### src/rtl/core/iss_pkg.sv
`timescale 1ns / 1ps
// ----------------------------------------------------------------------------
// iss_pkg
// Types, codes and helpers shared by the integer string scanner.
// ----------------------------------------------------------------------------
package iss_pkg;

  localparam int unsigned ValueW  = 64;
  localparam int unsigned RadixW  = 6;
  localparam int unsigned DigitW  = 8;
  localparam int unsigned StatusW = 2;
  localparam int unsigned ProdW   = ValueW + RadixW + 1;

  localparam logic [DigitW-1:0]  NotADigit = 8'hff;
  localparam logic [7:0]         CharMinus = 8'h2d;
  localparam logic [7:0]         CharUnder = 8'h5f;
  localparam logic [RadixW-1:0]  RadixMax  = 6'd36;
  localparam logic [RadixW-1:0]  RadixOne  = 6'd1;
  localparam logic [RadixW-1:0]  RadixZero = 6'd0;
  localparam logic [RadixW-1:0]  RadixRst  = 6'd10;
  localparam logic [ValueW-1:0]  ValueMax  = 64'hFFFF_FFFF_FFFF_FFFF;

  localparam logic [StatusW-1:0] StatusOk      = 2'd0;
  localparam logic [StatusW-1:0] StatusInvalid = 2'd1;
  localparam logic [StatusW-1:0] StatusRange   = 2'd2;

  localparam logic [1:0] RegRadix  = 2'd0;
  localparam logic [1:0] RegLimit  = 2'd1;
  localparam logic [1:0] RegNegate = 2'd2;

  typedef struct packed {
    logic [7:0] char_byte;
    logic       is_last;
  } in_beat_t;

  typedef struct packed {
    logic [ValueW-1:0]  value;
    logic [StatusW-1:0] status;
  } out_beat_t;

  typedef struct packed {
    logic [ValueW-1:0] acc;
    logic              overflowed;
    logic              negative;
    logic              at_first;
    logic              literal;
    logic              digit_seen;
    logic              bad;
  } scan_state_t;

  localparam scan_state_t StateClear = '{
    acc: '0, overflowed: 1'b0, negative: 1'b0, at_first: 1'b1,
    literal: 1'b0, digit_seen: 1'b0, bad: 1'b0
  };

  function automatic logic [DigitW-1:0] digit_of(input logic [7:0] c);
    logic [DigitW-1:0] d;
    if (c >= 8'h30 && c <= 8'h39) begin
      d = c - 8'h30;
    end else if (c >= 8'h41 && c <= 8'h5a) begin
      d = c - 8'h41 + 8'd10;
    end else if (c >= 8'h61 && c <= 8'h7a) begin
      d = c - 8'h61 + 8'd10;
    end else begin
      d = NotADigit;
    end
    return d;
  endfunction

endpackage

### src/rtl/core/iss_step.sv
`timescale 1ns / 1ps
// ----------------------------------------------------------------------------
// iss_step
// Per-byte state update: sign, underscore skip, digit check, multiply-add
// with exact overflow detection.
// ----------------------------------------------------------------------------
module iss_step
  import iss_pkg::*;
(
  input  scan_state_t       state_i,
  input  in_beat_t          beat_i,
  input  logic [RadixW-1:0] radix_i,
  output scan_state_t       state_o
);

  logic [DigitW-1:0] digit;
  logic [ProdW-1:0]  prod;
  logic              take;

  assign digit = digit_of(beat_i.char_byte);
  assign prod  = ProdW'(state_i.acc) * ProdW'(radix_i) + ProdW'(digit);

  always_comb begin
    state_o = state_i;
    take    = 1'b0;
    if (state_i.at_first) begin
      state_o.at_first = 1'b0;
      if (beat_i.char_byte == CharMinus) begin
        state_o.negative = 1'b1;
      end else begin
        take = 1'b1;
      end
    end else if (!state_i.literal && beat_i.char_byte == CharUnder && !beat_i.is_last) begin
      state_o.literal = 1'b1;
    end else begin
      state_o.literal = 1'b0;
      take = 1'b1;
    end

    if (take && !state_i.bad) begin
      if (digit >= DigitW'(radix_i) || radix_i == RadixZero) begin
        state_o.bad = 1'b1;
      end else begin
        state_o.digit_seen = 1'b1;
        if (!state_i.overflowed) begin
          if (prod[ProdW-1:ValueW] != '0) begin
            state_o.overflowed = 1'b1;
          end else begin
            state_o.acc = prod[ValueW-1:0];
          end
        end
      end
    end
  end

endmodule

### src/rtl/core/iss_finish.sv
`timescale 1ns / 1ps
// ----------------------------------------------------------------------------
// iss_finish
// End-of-string result: radix check, validity, sign and limit rules.
// ----------------------------------------------------------------------------
module iss_finish
  import iss_pkg::*;
(
  input  scan_state_t       state_i,
  input  logic [RadixW-1:0] radix_i,
  input  logic [ValueW-1:0] limit_i,
  input  logic              negate_i,
  output out_beat_t         result_o
);

  logic              neg;
  logic [ValueW-1:0] y;

  always_comb begin
    result_o.value  = '0;
    result_o.status = StatusOk;
    neg = state_i.negative | negate_i;
    y   = state_i.acc;
    if (radix_i == RadixOne || radix_i > RadixMax) begin
      result_o.status = StatusRange;
    end else if (state_i.bad || !state_i.digit_seen) begin
      result_o.status = StatusInvalid;
    end else begin
      if (state_i.overflowed) begin
        result_o.status = StatusRange;
        y = limit_i;
        if (limit_i[0]) begin
          neg = 1'b0;
        end
      end
      result_o.value = neg ? (ValueW'(0) - y) : y;
      if (y >= limit_i) begin
        if (!limit_i[0] && !neg) begin
          result_o.value  = limit_i - ValueW'(1);
          result_o.status = StatusRange;
        end else if (y > limit_i) begin
          result_o.value  = limit_i;
          result_o.status = StatusRange;
        end
      end
    end
  end

endmodule

### src/rtl/core/integer_string_scanner.sv
`timescale 1ns / 1ps
// ----------------------------------------------------------------------------
// integer_string_scanner
// Streams a string one byte per beat and returns its integer value.
//
// Input channel (in_valid_i/in_ready_o, in_data_i): one byte per beat, with
// is_last on the final byte. Output channel (out_valid_o/out_ready_i,
// out_data_o): one beat per string, value and status.
// Config channel (cfg_valid_i/cfg_ready_o): index 0 radix, 1 upper limit,
// 2 negate-always; always ready, write only while the block is idle.
// Throughput: one byte per cycle unless a last byte waits on a stalled result,
// set by the single 64x6 multiply-add in the byte update. A last byte passes
// the input register, then its result is held in the result register.
// A stalled output holds its result; further bytes keep flowing until the
// next last byte reaches the head of the pipe, which then waits.
// Reset clears the string state and loads radix 10, limit all ones and
// negate-always 0; no result is pending.
// ----------------------------------------------------------------------------
module integer_string_scanner
  import iss_pkg::*;
(
  input  logic        clk_i,
  input  logic        rst_ni,
  input  logic        in_valid_i,
  output logic        in_ready_o,
  input  in_beat_t    in_data_i,
  output logic        out_valid_o,
  input  logic        out_ready_i,
  output out_beat_t   out_data_o,
  input  logic        cfg_valid_i,
  output logic        cfg_ready_o,
  input  logic [1:0]  cfg_index_i,
  input  logic [63:0] cfg_data_i
);

  logic              in_valid_q;
  in_beat_t          in_q;
  scan_state_t       state_q, state_d, state_upd;
  logic [RadixW-1:0] radix_q;
  logic [ValueW-1:0] limit_q;
  logic              negate_q;
  logic              out_valid_q;
  out_beat_t         out_q, result;
  logic              out_free, advance;

  iss_step u_step (
    .state_i (state_q),
    .beat_i  (in_q),
    .radix_i (radix_q),
    .state_o (state_upd)
  );

  iss_finish u_finish (
    .state_i  (state_upd),
    .radix_i  (radix_q),
    .limit_i  (limit_q),
    .negate_i (negate_q),
    .result_o (result)
  );

  assign out_free    = !out_valid_q || out_ready_i;
  assign advance     = in_valid_q && (!in_q.is_last || out_free);
  assign in_ready_o  = !in_valid_q || advance;
  assign cfg_ready_o = 1'b1;
  assign out_valid_o = out_valid_q;
  assign out_data_o  = out_q;
  assign state_d     = in_q.is_last ? StateClear : state_upd;

  always_ff @(posedge clk_i or negedge rst_ni) begin
    if (!rst_ni) begin
      in_valid_q  <= 1'b0;
      out_valid_q <= 1'b0;
      state_q     <= StateClear;
      radix_q     <= RadixRst;
      limit_q     <= ValueMax;
      negate_q    <= 1'b0;
    end else begin
      if (in_ready_o) begin
        in_valid_q <= in_valid_i;
      end
      if (advance) begin
        state_q <= state_d;
      end
      if (advance && in_q.is_last) begin
        out_valid_q <= 1'b1;
      end else if (out_ready_i) begin
        out_valid_q <= 1'b0;
      end
      if (cfg_valid_i) begin
        case (cfg_index_i)
          RegRadix:  radix_q  <= cfg_data_i[RadixW-1:0];
          RegLimit:  limit_q  <= cfg_data_i;
          RegNegate: negate_q <= cfg_data_i[0];
          default: ;
        endcase
      end
    end
  end

  always_ff @(posedge clk_i) begin
    if (in_ready_o && in_valid_i) begin
      in_q <= in_data_i;
    end
    if (advance && in_q.is_last) begin
      out_q <= result;
    end
  end

`ifndef SYNTHESIS
  a_status_code: assert property (@(posedge clk_i) disable iff (!rst_ni)
    out_valid_o |-> (out_data_o.status == StatusOk || out_data_o.status == StatusInvalid
                     || out_data_o.status == StatusRange))
    else $error("result status code out of range");

  a_invalid_zero: assert property (@(posedge clk_i) disable iff (!rst_ni)
    out_valid_o && out_data_o.status == StatusInvalid |-> out_data_o.value == '0)
    else $error("invalid string must report zero");

  a_clear_after_last: assert property (@(posedge clk_i) disable iff (!rst_ni)
    advance && in_q.is_last |=> state_q.at_first && state_q.acc == '0 && !state_q.bad)
    else $error("string state not cleared after last byte");

  a_result_waits: assert property (@(posedge clk_i) disable iff (!rst_ni)
    in_valid_q && in_q.is_last && out_valid_q && !out_ready_i |=> in_valid_q && out_valid_q)
    else $error("last byte advanced over a stalled result");
`endif

endmodule

### config.mk
export PLATFORM = sky130hd
export DESIGN_NAME = integer_string_scanner
export DESIGN_NICKNAME = d
export VERILOG_FILES = /design/src/rtl/core/iss_pkg.sv /design/src/rtl/core/iss_step.sv /design/src/rtl/core/iss_finish.sv /design/src/rtl/core/integer_string_scanner.sv
export SDC_FILE = /design/constraint.sdc
export NUM_CORES = 2
export LEC_CHECK = 0
export BUFFER_PORTS_ARGS = -buffer_cell sky130_fd_sc_hd__buf_2
export CORE_ASPECT_RATIO = 1.25
export CORE_MARGIN = 8
export CORE_UTILIZATION = 60
export CTS_CLUSTER_DIAMETER = 120
export DETAILED_ROUTE_END_ITERATION = 12
export HOLD_SLACK_MARGIN = 0.12
export PLACE_DENSITY = 0.78
export SLEW_MARGIN = 20
export SYNTH_ARGS = -nofsm -noshare
export SYNTH_HDL_FRONTEND = slang
export SYNTH_HIERARCHICAL = 1
export SYNTH_SLANG_ARGS = --single-unit
export TNS_END_PERCENT = 100
### constraint.sdc
create_clock -name clk_i -period 14.3 [get_ports clk_i]
set_input_delay 1.43 -clock clk_i [delete_from_list [all_inputs] [get_ports clk_i]]
set_output_delay 1.43 -clock clk_i [all_outputs]
set_load 0.05 [all_outputs]
=== Word level (Yosys, flattened, before mapping) ===
Index checks and enable logic that the tools add are counted.
Widths: inputs -> output; s select.

* $add $sub $neg: 8
* Multipliers: 1
* Order comparisons: 10
* Equality and inequality tests: 6
* Mux-type cells: 34
* Bitwise logic cells: 1
* Reductions and logical operators: 33

{| class="wikitable"
|+ Operators by type and width
! operator !! number
|-
| $mux 64 || 5
|-
| $mux 66 || 3
|-
| $mux 65 || 3
|-
| $add 70x8->71 || 1
|-
| $mul 64x6->70 || 1
|-
| $mux 70 || 1
|-
| $ge 64x64->1 || 1
|-
| $gt 64x64->1 || 1
|-
| $sub 1x64->64 const A || 1
|-
| $sub 64x1->64 const B || 1
|-
| $mux 8 || 3
|-
| $add 8x4->8 const B || 2
|-
| $ge 8x7->1 const B || 2
|-
| $le 8x7->1 const B || 2
|-
| $sub 8x7->8 const B || 2
|-
| $mux 1 || 15
|-
| $logic_and 1x1->1 || 10
|-
| $eq 8x6->1 const B || 1
|-
| $eq 8x7->1 const B || 1
|-
| $ge 8x6->1 || 1
|-
| $ge 8x6->1 const B || 1
|-
| $le 8x6->1 const B || 1
|-
| $logic_not 1->1 || 8
|-
| $mux 2 || 4
|-
| other kinds (14) || 22
|}

* Register bits after elaboration: 218
* Input bits: 80
* Output and inout bits: 69

=== Depth between registers and ports, before layout ===
* Depth in word-level cells: 20
* Gate-level depth with buffers: 41
* Depth with buffers taken out: 32

=== Hierarchy ===
The synthesis kept the hierarchy.

{| class="wikitable"
|+ By module, submodules not included
! module !! instances !! cells each !! area each (sq um) !! seq. area each (sq um)
|-
| iss_step || 1 || 1793 || 14874.3 || 0.0
|-
| integer_string_scanner || 1 || 634 || 9270.1 || 5914.4
|-
| iss_finish || 1 || 1024 || 6819.0 || 0.0
|}

=== Least setup slack after synthesis ===
Ideal clock, no wire load.

* Path type: reg-to-reg
* From: register radix_q[3]
* To: register out_q (netlist bit out_data_o[48]) (data pin)
* Data arrival time: 9.904 ns
* Data required time: 14.046 ns
* Setup slack: 4.142 ns
* Cell stages (with the launch flop): 39
* Path buffers: 9
* Path through: dfstp_2 clkbuf_1 clkbuf_1 nand2_1 fa_1 fa_1 inv_1 fa_1 inv_1 fa_1 inv_1 ha_1 o211ai_1 o21ai_1 o2111ai_1 o211a_1 a2111oi_0 nor4b_1 [... 3 more ...] a21boi_0 buf_4 buf_4 buf_2 buf_2 buf_2 buf_2 mux2_2 ha_1 a21oi_1 o21ai_0 a221oi_1 a21oi_1 a211o_1 o21ai_1 clkbuf_1 nor2_1 o21a_1

{| class="wikitable"
|+ RTL lines
! item !! RTL line !! RTL
|-
| start: declaration || integer_string_scanner.sv:39 || <nowiki>logic [RadixW-1:0] radix_q;</nowiki>
|-
| start signal: assignment || integer_string_scanner.sv:74 || <nowiki>radix_q <= RadixRst;</nowiki>
|-
| start signal: assignment || integer_string_scanner.sv:91 || <nowiki>RegRadix: radix_q <= cfg_data_i[RadixW-1:0];</nowiki>
|-
| end signal: assignment || integer_string_scanner.sv:105 || <nowiki>out_q <= result;</nowiki>
|-
| end: declaration || integer_string_scanner.sv:43 || <nowiki>out_beat_t out_q, result;</nowiki>
|}

==> metrics.txt <==
GRT Total Usage=31.1%; final setup vio count=0; RSZ-0062 raised after global routing=no; Post-Layout Cell Count=about 4.1k; switching pwr=0.822 mW; initial core utilization=60.3%; Tcrit/Tclk final=between 80% and 90%; DRC viols=0; Post-synth EDFFs=75; critical path class=flop to flop; core area=between 0.05 and 0.06 mm2; worst min-delay path class=flop to flop; hold_ws=about 0.52 ns; dominant combinational cell family by area after synthesis=adder cells; Syn Nets=between 4k and 5k; Synth Cell Area=0.0310 mm2; Final Hold Viols=0; commonest cells in the netlist=324 x inv_1, 313 x nand2_1, 254 x fa_1; fin util=between 60 and 70%; outcome=finished, final reports clean; DIE AREA=0.0592 mm2; wire length per cell=about 23 um; Die Width=approximately 220 um; initial antenna violation count=0; Starting DRT DRC Count=2497; largest net degree at the start of global routing=between 100 and 150; Inst Count DP=4103; sequential share of power=41.4%; Arr. time, crit path=around 13 ns; Initial DRT Pass Iterations=8; worst skew pair latency=~0.52 ns; crit start category=flop; FP Rows=93; CP max FO=~50; FFs w/ async S/R, synth=between 60 and 70%; Slowest-stage cell, CP=dfstp_2; Mapped Avg Cell Area=about 9.0 um2; Rel. slew slack=between 20% and 30%; Post-Synth Simple-Gate Area=about a quarter; instance area at placement=0.0319 mm2; Worst setup EP type=flop; Post-DP HPWL=73300 um; first-pass GRT wire length=about 150000 um; Root Driver=clkbuf_16; Comb pwr share=between 30% and 40%; Final Max Slew Viols=0; adder-cell share of the synthesized area=25.6%; fmax=about 0.08 GHz; critical path's most frequent cell=fa_1; Fill cells=around 4.3k; xor/xnor share of the synthesized area=under 10%; Synth Instances=between 3k and 4k; I/O Pins=149; Compound-Gate Fraction of Synth Area=about an eighth; Netlist cell types=just over 100; top-count cell post-synth=inv_1; max incr delay on CP=around 1.0 ns; Pint=1.29 mW; Worst Tran Pin Value=around 1.1 ns; top cell type's share of synthesized area=roughly 16%; Sw Ratio=slightly below 40%; Post-CTS Setup Bufs=0; antenna fix cells=0; Yosys warning total=6; Num CTS Buffers=21; ranking of synthesized cells by area=fa_1 16%, ha_1 9.1%, edfxtp_1 7.3%; Peak VDD IR=roughly 0.11 mV; power per cell area=roughly 65 mW/mm2; routed via count=between 20k and 30k; Final min period=around 13 ns; CTS tree=built; grt total ovfl=0; Clock Skew=roughly 0.013 ns; post-route cell area=about 0.033 mm2; Syn-to-layout area delta=5.06%; Hold Buf Count CTS=0; mux contribution to synthesized area=7.96%; Detail Route Antenna Nets=0; Die Y=about 270 um; Worst-path clk slew=~0.070 ns; Setup TNS=0 ns; layout cells sized above 1=13.0%; clock group share of total power=between 20% and 30%; CTS Buffer Depth=3; Yosys reg bits=about 220; Total Nets Final=~4.0k; DRT Wirelength=approximately 94000 um; number of global-route vias before repair=~26k; register area share after synthesis=approximately a fifth; input/output buffers=147; Worst Path Required=approximately 15 ns; max-cap violations=0; Leakage=around 15 nW; CTS H-tree depth=1; DR vias/cell=roughly 6.4; largest area contributor in the netlist=fa_1; GP Congestion=between 1 and 1.5; Post-synth top flop=dfrtp_1; number of gates resized after cts=0; TritonCTS Sinks=approximately 220
==> power by group through the flow <==
stage	Combinational, mW	Sequential, mW	Clock [mW]
after floorplan	0.485	0.822	0
final	0.680	0.875	0.561
after detailed placement	0.661	0.882	0
after global routing	0.726	0.882	0.587
after CTS	0.667	0.870	0.568
after global placement	0.661	0.881	0
==> registers in the layout (all words and copies together), names as in the netlist <==
register	cells
in_q	9
in_valid_q	1
limit_q	64
negate_q	1
out_data_o	66
out_valid_o	1
radix_q	6
state_q	70
==> placed cells by master, fill, tap and decap left out, types with 26 or more instances in the layout <==
cell type and count:
a211oi_1 43, a21o_1 33, a21oi_1 161, and2_1 231
buf_2 146, buf_4 26, dfrtp_1 70, dfstp_2 67
edfxtp_1 75, fa_1 254, ha_1 226, inv_1 324
mux2_1 59, mux2_2 54, mux2_4 60, mux2i_1 29
nand2_1 313, nand2b_1 83, nand3_1 108, nand3b_1 74
nand4_1 68, nand4b_1 71, nor2_1 150, nor3_1 73
nor4_1 28, o21ai_0 102, xnor2_1 103, xor2_1 58
==> layout make-up <==
class                   count  area [um2]  share of cell area [%]
clock buffers              24         537                    1.65
clock inverters            13         134                   0.412
inverters                 324        1220                    3.74
multi-input cells        2721       22900                    70.4
flip-flops and latches    218        5920                    18.2
well taps                 665         832                    2.56
repair buffers            175         977                    3.00
==> critical path, delay by kind of cell (launching register included) <==
| family | cells | cell delay, ns |
|---|---|---|
| simple gates | 5 | 2.14 |
| xor+xnor | 1 | 0.39 |
| compound gates | 12 | 4.25 |
| mux | 2 | 0.76 |
| buf+inv | 4 | 1.13 |
| fa+ha+maj | 6 | 2.72 |
| flops | 1 | 1.02 |
==> per-stage QoR <==
stage	power, mW	setup WS (ns)
4_1_cts	2.11	1.94
3_3_place_gp	1.54	2.10
2_1_floorplan	1.31	4.14
3_5_place_dp	1.54	1.99
5_1_grt	2.20	0.987
6_report	2.12	1.62
==> logic make-up after synthesis <==
group	count (synthesis)
compound gates	551
xor+xnor	161
fa+ha+maj	481
buf+inv	512
flops	218
mux	202
other cells	2
simple gates	1324
==> final timing paths <==
kind | end | slack (ns) | depth (start not counted) | startpoint
worst max register to register | out_data_o[27] | 1.62 | 30 | radix_q[3]
worst min register to register | state_q[1] | 0.52 | 2 | state_q[1]
min in group asynchronous | negate_q | 0.92 | 1 | rst_ni
max in group asynchronous | state_q[56] | 11.97 | 2 | rst_ni
worst max-delay path | out_data_o[27] | 1.62 | 30 | radix_q[3]
worst min-delay path | state_q[1] | 0.52 | 2 | state_q[1]
==> layer usage <==
metal	wire length [um]	global-route usage, %
met1	39300	42.0
met3	6410	3.70
met4	4090	12.5
met5	0	0
met2	44000	50.4
(Power assumes the default switching activity.)
